### src/hw/rtl/wsp_pkg.sv
// Shared types for the WAV stream PCM decoder.
// Request structs for both channels and the result kind codes.
// No dependencies.
package wsp_pkg;

  typedef enum logic [1:0] {
    KIND_SAMPLE = 2'd0,
    KIND_HEADER = 2'd1,
    KIND_ERROR  = 2'd2,
    KIND_END    = 2'd3
  } kind_e;

  typedef struct packed {
    logic [7:0] in_byte;
    logic       first_byte;
    logic       final_byte;
  } in_req_t;

  typedef struct packed {
    kind_e              kind;
    logic signed [15:0] pcm_sample;
    logic               last_sample;
    logic [15:0]        format_tag;
    logic [15:0]        channel_count;
    logic [31:0]        rate_hz;
    logic [31:0]        bytes_per_second;
    logic [15:0]        sample_bits;
  } out_req_t;

endpackage

### src/hw/rtl/wsp_in_reg.sv
// Input register of the WAV stream PCM decoder.
// Holds one byte request until the parser takes it. Uses wsp_pkg.
module wsp_in_reg (
  input  logic             clk_i,
  input  logic             rst_ni,
  input  logic             in_valid_i,
  output logic             in_stall_o,
  input  wsp_pkg::in_req_t in_req_i,
  input  logic             take_i,
  output logic             item_valid_o,
  output wsp_pkg::in_req_t item_o
);

  logic             valid_q, valid_d;
  wsp_pkg::in_req_t item_q;
  logic             accept;

  assign in_stall_o = valid_q && !take_i;
  assign accept     = in_valid_i && !in_stall_o;

  always_comb begin
    valid_d = valid_q;
    if (accept) begin
      valid_d = 1'b1;
    end else if (take_i) begin
      valid_d = 1'b0;
    end
  end

  always_ff @(posedge clk_i or negedge rst_ni) begin
    if (!rst_ni) begin
      valid_q <= 1'b0;
    end else begin
      valid_q <= valid_d;
    end
  end

  always_ff @(posedge clk_i) begin
    if (accept) begin
      item_q <= in_req_i;
    end
  end

  assign item_valid_o = valid_q;
  assign item_o       = item_q;

endmodule

### src/hw/rtl/wsp_parser.sv
// Parser state and single-pass update logic of the WAV stream PCM decoder.
// Walks RIFF chunks, captures fmt fields and converts data bytes. Uses wsp_pkg.
module wsp_parser (
  input  logic              clk_i,
  input  logic              rst_ni,
  input  logic              en_i,
  input  wsp_pkg::in_req_t  item_i,
  output logic              has_o,
  output wsp_pkg::out_req_t res_o
);

  localparam logic [2:0] PH_RIFF = 3'd0;
  localparam logic [2:0] PH_HEAD = 3'd1;
  localparam logic [2:0] PH_BODY = 3'd2;
  localparam logic [2:0] PH_PAD  = 3'd3;
  localparam logic [2:0] PH_DATA = 3'd4;
  localparam logic [2:0] PH_DONE = 3'd5;

  localparam logic [31:0] TAG_FMT  = 32'h666D_7420;
  localparam logic [31:0] TAG_DATA = 32'h6461_7461;
  localparam logic [31:0] FMT_MIN  = 32'd16;

  typedef struct packed {
    logic [2:0]  phase;
    logic [31:0] pos;
    logic [31:0] tag;
    logic [31:0] len;
    logic        saw;
    logic        cap;
    logic [15:0] fmt_format;
    logic [15:0] fmt_chans;
    logic [31:0] fmt_rate;
    logic [31:0] fmt_brate;
    logic [15:0] fmt_bits;
    logic [7:0]  prev;
    logic [1:0]  bis;
    logic [31:0] left;
  } st_t;

  function automatic logic [7:0] riff_char(input logic [3:0] idx);
    logic [7:0] c;
    c = 8'h00;
    case (idx)
      4'd0:    c = 8'h52;
      4'd1:    c = 8'h49;
      4'd2:    c = 8'h46;
      4'd3:    c = 8'h46;
      4'd8:    c = 8'h57;
      4'd9:    c = 8'h41;
      4'd10:   c = 8'h56;
      4'd11:   c = 8'h45;
      default: c = 8'h00;
    endcase
    return c;
  endfunction

  st_t               st_q, st_d, cur;
  wsp_pkg::out_req_t res;
  logic              has;
  logic              chk_fin;
  logic              smp_done;
  logic              last;
  logic [2:0]        sz;
  logic [7:0]        b;
  logic              fin;
  logic [31:0]       left_n;
  logic [31:0]       pos_n;
  logic [31:0]       len_n;
  logic [31:0]       tag_n;

  assign b   = item_i.in_byte;
  assign fin = item_i.final_byte;
  assign cur = item_i.first_byte ? st_t'('0) : st_q;

  always_comb begin
    case (cur.fmt_bits)
      16'd8:   sz = 3'd1;
      16'd16:  sz = 3'd2;
      16'd24:  sz = 3'd3;
      16'd32:  sz = 3'd4;
      default: sz = 3'd0;
    endcase
  end

  always_comb begin
    st_d     = cur;
    res      = '0;
    has      = 1'b0;
    chk_fin  = 1'b1;
    smp_done = 1'b0;
    last     = 1'b0;
    left_n   = cur.left - 32'd1;
    pos_n    = cur.pos + 32'd1;
    len_n    = cur.len - 32'd1;
    tag_n    = {cur.tag[23:0], b};
    unique case (cur.phase)
      PH_DONE: begin
        chk_fin = 1'b0;
      end
      PH_DATA: begin
        chk_fin = 1'b0;
        if (cur.left == 32'd0) begin
          res.kind   = wsp_pkg::KIND_END;
          has        = 1'b1;
          st_d.phase = PH_DONE;
        end else begin
          st_d.left = left_n;
          if (sz != 3'd0) begin
            st_d.prev = b;
            if (({1'b0, cur.bis} + 3'd1) >= sz) begin
              last            = (left_n < {29'd0, sz}) || fin;
              smp_done        = 1'b1;
              st_d.bis        = 2'd0;
              res.kind        = wsp_pkg::KIND_SAMPLE;
              res.pcm_sample  = (sz == 3'd1) ? {b ^ 8'h80, 8'h00} : {b, cur.prev};
              res.last_sample = last;
              has             = 1'b1;
              if (last) begin
                st_d.phase = PH_DONE;
              end
            end else begin
              st_d.bis = cur.bis + 2'd1;
            end
          end
          if (!smp_done && ((left_n == 32'd0) || fin)) begin
            res.kind   = wsp_pkg::KIND_END;
            has        = 1'b1;
            st_d.phase = PH_DONE;
          end
        end
      end
      PH_RIFF: begin
        if ((cur.pos[3:2] != 2'b01) && (b != riff_char(cur.pos[3:0]))) begin
          chk_fin    = 1'b0;
          res.kind   = wsp_pkg::KIND_ERROR;
          has        = 1'b1;
          st_d.phase = PH_DONE;
        end else if (cur.pos[3:0] == 4'd11) begin
          st_d.phase = PH_HEAD;
          st_d.pos   = 32'd0;
        end else begin
          st_d.pos = pos_n;
        end
      end
      PH_HEAD: begin
        st_d.pos = pos_n;
        if (!cur.pos[2]) begin
          st_d.tag = tag_n;
        end else begin
          case (cur.pos[1:0])
            2'd0:    st_d.len[7:0]   = b;
            2'd1:    st_d.len[15:8]  = b;
            2'd2:    st_d.len[23:16] = b;
            default: st_d.len[31:24] = b;
          endcase
        end
        if (cur.pos[2:0] == 3'd7) begin
          st_d.pos = 32'd0;
          if (st_d.tag == TAG_DATA) begin
            chk_fin = 1'b0;
            has     = 1'b1;
            if (!cur.saw || (cur.fmt_chans == 16'd0) || (cur.fmt_bits == 16'd0)) begin
              res.kind   = wsp_pkg::KIND_ERROR;
              st_d.phase = PH_DONE;
            end else begin
              res.kind             = wsp_pkg::KIND_HEADER;
              res.format_tag       = cur.fmt_format;
              res.channel_count    = cur.fmt_chans;
              res.rate_hz          = cur.fmt_rate;
              res.bytes_per_second = cur.fmt_brate;
              res.sample_bits      = cur.fmt_bits;
              st_d.left            = st_d.len;
              st_d.bis             = 2'd0;
              st_d.prev            = 8'h00;
              st_d.phase           = fin ? PH_DONE : PH_DATA;
            end
          end else begin
            st_d.cap   = (st_d.tag == TAG_FMT) && (st_d.len >= FMT_MIN);
            st_d.saw   = cur.saw || st_d.cap;
            st_d.phase = (st_d.len == 32'd0) ? PH_HEAD : PH_BODY;
          end
        end
      end
      PH_BODY: begin
        if (cur.cap && (cur.pos[31:4] == 28'd0)) begin
          case (cur.pos[3:0])
            4'd0:    st_d.fmt_format[7:0]  = b;
            4'd1:    st_d.fmt_format[15:8] = b;
            4'd2:    st_d.fmt_chans[7:0]   = b;
            4'd3:    st_d.fmt_chans[15:8]  = b;
            4'd4:    st_d.fmt_rate[7:0]    = b;
            4'd5:    st_d.fmt_rate[15:8]   = b;
            4'd6:    st_d.fmt_rate[23:16]  = b;
            4'd7:    st_d.fmt_rate[31:24]  = b;
            4'd8:    st_d.fmt_brate[7:0]   = b;
            4'd9:    st_d.fmt_brate[15:8]  = b;
            4'd10:   st_d.fmt_brate[23:16] = b;
            4'd11:   st_d.fmt_brate[31:24] = b;
            4'd14:   st_d.fmt_bits[7:0]    = b;
            4'd15:   st_d.fmt_bits[15:8]   = b;
            default: st_d.fmt_bits         = cur.fmt_bits;
          endcase
        end
        st_d.pos = pos_n;
        st_d.len = len_n;
        if (len_n == 32'd0) begin
          st_d.phase = pos_n[0] ? PH_PAD : PH_HEAD;
          st_d.pos   = 32'd0;
        end
      end
      default: begin
        st_d.phase = PH_HEAD;
        st_d.pos   = 32'd0;
      end
    endcase
    if (chk_fin && fin) begin
      res.kind   = wsp_pkg::KIND_ERROR;
      has        = 1'b1;
      st_d.phase = PH_DONE;
    end
  end

  always_ff @(posedge clk_i or negedge rst_ni) begin
    if (!rst_ni) begin
      st_q <= '0;
    end else if (en_i) begin
      st_q <= st_d;
    end
  end

  assign has_o = has;
  assign res_o = res;

endmodule

### src/hw/rtl/wsp_out_reg.sv
// Result register of the WAV stream PCM decoder.
// Holds one result request until the consumer takes it. Uses wsp_pkg.
module wsp_out_reg (
  input  logic              clk_i,
  input  logic              rst_ni,
  input  logic              load_i,
  input  logic              has_i,
  input  wsp_pkg::out_req_t res_i,
  output logic              ready_o,
  output logic              out_valid_o,
  input  logic              out_stall_i,
  output wsp_pkg::out_req_t out_req_o
);

  logic              valid_q, valid_d;
  wsp_pkg::out_req_t res_q;
  logic              fill;

  assign ready_o = !valid_q || !out_stall_i;
  assign fill    = ready_o && load_i && has_i;

  always_comb begin
    valid_d = valid_q;
    if (ready_o) begin
      valid_d = fill;
    end
  end

  always_ff @(posedge clk_i or negedge rst_ni) begin
    if (!rst_ni) begin
      valid_q <= 1'b0;
    end else begin
      valid_q <= valid_d;
    end
  end

  always_ff @(posedge clk_i) begin
    if (fill) begin
      res_q <= res_i;
    end
  end

  assign out_valid_o = valid_q;
  assign out_req_o   = res_q;

endmodule

### src/hw/rtl/wav_stream_pcm_decoder.sv
// Byte-serial RIFF/WAVE PCM decoder: input register, parser, result register.
// Instantiates wsp_in_reg, wsp_parser and wsp_out_reg. Uses wsp_pkg.
//
// Feed the file one byte per request, first_byte marking byte 0 and final_byte
// the last. The block sustains one byte per clock while no result is stalled:
// each byte is handled combinationally by the parser between the input register
// and the result register, which registers any result that the byte gives.
// While a result is stalled the parser holds, even for bytes that give no
// result, and the input register takes at most one more byte. A header result
// marks the data chunk, then signed 16-bit samples follow, last_sample or an
// end result flagging the end.
module wav_stream_pcm_decoder (
  input  logic              clk_i,
  input  logic              rst_ni,
  input  logic              in_valid_i,
  output logic              in_stall_o,
  input  wsp_pkg::in_req_t  in_req_i,
  output logic              out_valid_o,
  input  logic              out_stall_i,
  output wsp_pkg::out_req_t out_req_o
);

  logic              ready;
  logic              item_valid;
  logic              advance;
  logic              has;
  wsp_pkg::in_req_t  item;
  wsp_pkg::out_req_t res;

  assign advance = item_valid && ready;

  wsp_in_reg u_in_reg (
    .clk_i        (clk_i),
    .rst_ni       (rst_ni),
    .in_valid_i   (in_valid_i),
    .in_stall_o   (in_stall_o),
    .in_req_i     (in_req_i),
    .take_i       (ready),
    .item_valid_o (item_valid),
    .item_o       (item)
  );

  wsp_parser u_parser (
    .clk_i  (clk_i),
    .rst_ni (rst_ni),
    .en_i   (advance),
    .item_i (item),
    .has_o  (has),
    .res_o  (res)
  );

  wsp_out_reg u_out_reg (
    .clk_i       (clk_i),
    .rst_ni      (rst_ni),
    .load_i      (advance),
    .has_i       (has),
    .res_i       (res),
    .ready_o     (ready),
    .out_valid_o (out_valid_o),
    .out_stall_i (out_stall_i),
    .out_req_o   (out_req_o)
  );

endmodule
### config.mk
export PLATFORM = sky130hd
export DESIGN_NAME = wav_stream_pcm_decoder
export DESIGN_NICKNAME = d
export VERILOG_FILES = /design/src/hw/rtl/wsp_pkg.sv /design/src/hw/rtl/wsp_in_reg.sv /design/src/hw/rtl/wsp_parser.sv /design/src/hw/rtl/wsp_out_reg.sv /design/src/hw/rtl/wav_stream_pcm_decoder.sv
export SDC_FILE = /design/constraint.sdc
export NUM_CORES = 1
export LEC_CHECK = 0
export ABC_AREA = 1
export BUFFER_PORTS_ARGS = -buffer_cell sky130_fd_sc_hd__buf_4
export CAP_MARGIN = 25
export CORE_MARGIN = 5
export CORE_UTILIZATION = 46
export CTS_CLUSTER_DIAMETER = 150
export DETAILED_ROUTE_END_ITERATION = 12
export PLACE_DENSITY = 0.69
export SYNTH_ARGS = -nofsm -noshare
export SYNTH_HDL_FRONTEND = slang
export SYNTH_HIERARCHICAL = 1
export SYNTH_SLANG_ARGS = --single-unit
### constraint.sdc
create_clock -name clk_i -period 13.7 [get_ports clk_i]
set_input_delay 1.37 -clock clk_i [delete_from_list [all_inputs] [get_ports clk_i]]
set_output_delay 1.37 -clock clk_i [all_outputs]
set_load 0.02 [all_outputs]
==> results.ini <==
[critical_path]
r2r_slack_ns=7.04
critical_path_class=reg2reg
startpoint=u_in_reg/item_o[1]
r2r_cells=22
r2r_end=u_out_reg/out_req_o[112]
critPathBufInv=6
crit_chain=inv_6 > buf_4 > buf_4 > nand2_1 > ha_1 > nand2_1 > nor2_2 > nand3_1 > inv_1 > nand3_1 > nand2_1 > nor2_1 > nand2_1 > nor2_1 > nand3_1 > nand2_1 > o31ai_1 > nand4_1 > nand2_1 > nor2_4 > buf_4 > buf_4
setup.worst_path.start_class=register
path_delay_family=buffers and inverters
crit_top_cell=nand2_1
required_ns=13.91
critPathCapture=u_out_reg/out_req_o[112]
crit_fanout=82
worst_ep_arrival_time_ns=6.87
slowest_delay_ns=0.82
cp_slowest_cell=buf_4
reg2reg_from=u_in_reg/item_o[1]
worst-path-stages=22
cp-end-kind=register

[die]
ios=147
coreArea_sq_um=54030
die_y_um=244.1
die-area_sq_um=59570
start_util=0.4665
rows=85
die_x_um=244.1

[power_and_ir_drop]
switchingPower_mw=1.913
intPower_mw=2.747
p_sw_frac=0.4105
p_clk_frac=0.272
power_density_nw_per_um2=165.1
finalPower_mw=4.661
irDropWorstVdd_mv=0.09564
pwr-share-seq=0.343
power_leakage_nw=13.66
p_comb_frac=0.385

[sta]
rsz0062_at_grt=false
tns_ns=0
hold_ws_ns=0.4776
maxSlewHeadroom=0.3147
period_share=0.4862
finalHoldViolations=0
fin_ws_ns=7.039
drv_slew=0
setup_viol=0
fmax_mhz=150.1
fin_crit_ns=6.661
worstMarginPinSlew_ns=1.026
fin_skew_ns=0.01807

[layout]
nets=3623
ff_latch_area_sq_um=10670
antennaDiodeCount=0
syn_to_final_growth_pct=11.98
multiInputGateArea_sq_um=12510
fin_util=0.5224
drive_gt1_frac=0.08620
fillers=5332

[global_route]
grt_pass1_wl_um=126900
grt_max_degree=114
first_global_vias=22551
antenna_found_initial=1
grt-ovfl-total=0
grt_usage=0.2613

[clock_network]
cts_buffers=45
cts_resized=0
cts_tree=done
htree_levels=2
insertion_delay_ns=0.59
clkSinkCount=398
clk_path_buf_depth=3
postCtsSetupBuffers=0
clkTransAtPathRegs_ns=0.06
cts_root_buf=clkbuf_16
cts_hold_buf=0

[place]
gp_congestion=0.9933
io_buffers=146
pre_cts_ws_ns=7.048
place.detailed.hpwl_um=54050

[detailed_routing]
vias=24586
route.detailed.drc=0
viasPerCell=5.682
drtPass1Iterations=7
wirelength_um=80570
drt_iter0_drc=2934
post_drt_wl_per_cell_um=18.62
antenna_left=0

[logic_synthesis]
synth_cells=3561
syn_nets=3590
yosysWarningCount=6
synth-seq-area-share=0.4232
yosysTopAreaCell=dfrtp_1
synth_cell_types=56
synth_seq_cells=398
syn-cell-area_sq_um=25200
synth_area_per_cell_sq_um=7.078
synthTopCellsByArea=dfrtp_1, nand2_1, edfxtp_1
synth_top_area_frac=0.2552

[run]
cap_violations=0

[outcome]
outcome=finished clean

[worst_hold_path]
worstHoldPathType=reg2reg

## final cells by class
class	count	share of cell area
well taps	696	0.03085
inverters	321	0.04331
repair buffers	187	0.05000
flip-flops and latches	398	0.3779
multi-input cells	2641	0.4432
clock inverters	24	0.01002
clock buffers	60	0.04477
## synthesized netlist by cell type (all sizes together)
master	n
nand3b	31
o41ai	1
xor2	44
o32ai	1
and3	3
nand2	1162
o22ai	13
buf	72
nor3	51
xnor2	2
o21a	4
o211ai	119
a21o	1
o22a	1
a211oi	2
o32a	1
a22o	5
o2111ai	2
nand4	52
o21ai	288
edfxtp	141
or2	3
clkinv	2
a31oi	2
inv	319
o31ai	2
nand3	259
ha	15
o21bai	4
a22oi	16
nor4b	1
nor4	13
a2111oi	1
nor3b	4
o221ai	18
and2	1
dfrtp	257
clkbuf	129
nor2	407
a21oi	76
a221oi	36
## per-layer routing
layer  wire length, um  part of all wire  GRT usage
met3              6348             0.079    0.04946
met2             36420              0.45     0.4128
met4              2929             0.036    0.08994
met5                13           0.00016          0
met1             34860              0.43     0.3635
## how the worst min path moves through the flow
stage | from | end | cells past startpoint
CTS | u_parser/st_q[250] | u_parser/st_q[250] | 2
finish | u_parser/st_q[196] | u_parser/st_q[196] | 2
global route | u_parser/st_q[26] | u_parser/st_q[26] | 2
detailed placement | u_parser/st_q[250] | u_parser/st_q[250] | 2
global placement | u_parser/st_q[119] | u_parser/st_q[119] | 2
floorplan | u_parser/st_q[224] | u_parser/st_q[224] | 2
## through the flow
stage	instance area [sq um]	cells
after floorplan	25200	3561
after global placement	26670	4242
after detailed placement	26670	4242
after CTS	28220	4326
after global routing	28220	4327
final	28220	4327
## cell families after synthesis
logic type	Yosys count	synth area share
DFF	398	0.4232
buffers and inverters	522	0.08136
and+or+nand+nor	1987	0.3287
adders and majority gates	15	0.007446
xor gates and xnor gates	46	0.01599
AOI/OAI and AO/OA	593	0.1434
## registers in the layout, indices dropped and copies added (netlist names)
signal                 cells
u_out_reg/out_valid_o      1
u_in_reg/item_o           10
u_in_reg/item_valid_o      1
u_out_reg/out_req_o      131
u_parser/st_q            255
## worst reg2reg max path, cell delays in order (launching register included)
cell,delay [ns]
edfxtp_1,0.45
inv_6,0.48
buf_4,0.75
buf_4,0.75
nand2_1,0.33
ha_1,0.34
nand2_1,0.09
nor2_2,0.08
nand3_1,0.16
inv_1,0.11
nand3_1,0.08
nand2_1,0.08
nor2_1,0.09
nand2_1,0.07
nor2_1,0.22
nand3_1,0.11
nand2_1,0.09
o31ai_1,0.13
nand4_1,0.11
nand2_1,0.11
nor2_4,0.14
buf_4,0.59
buf_4,0.87
## cell usage in the layout (no fill, tap or decap), types with 46 or more instances in the layout
cell type / instances
dfrtp_1: 257
nand4_1: 52
inv_1: 300
clkbuf_16: 46
nand2_1: 1155
a21oi_1: 75
buf_4: 186
nand3_1: 256
nor3_1: 50
o211ai_1: 119
o21ai_0: 267
edfxtp_1: 141
nor2_1: 390
## power by group through the flow
stage / Clock (mW) / Sequential (mW) / Combinational, mW
after floorplan: 0 / 1.70 / 1.14
after global placement: 0 / 1.62 / 1.76
after detailed placement: 0 / 1.62 / 1.77
after CTS: 1.29 / 1.60 / 1.78
after global routing: 1.34 / 1.62 / 1.98
final: 1.27 / 1.60 / 1.79
(Power assumes the default switching activity.)
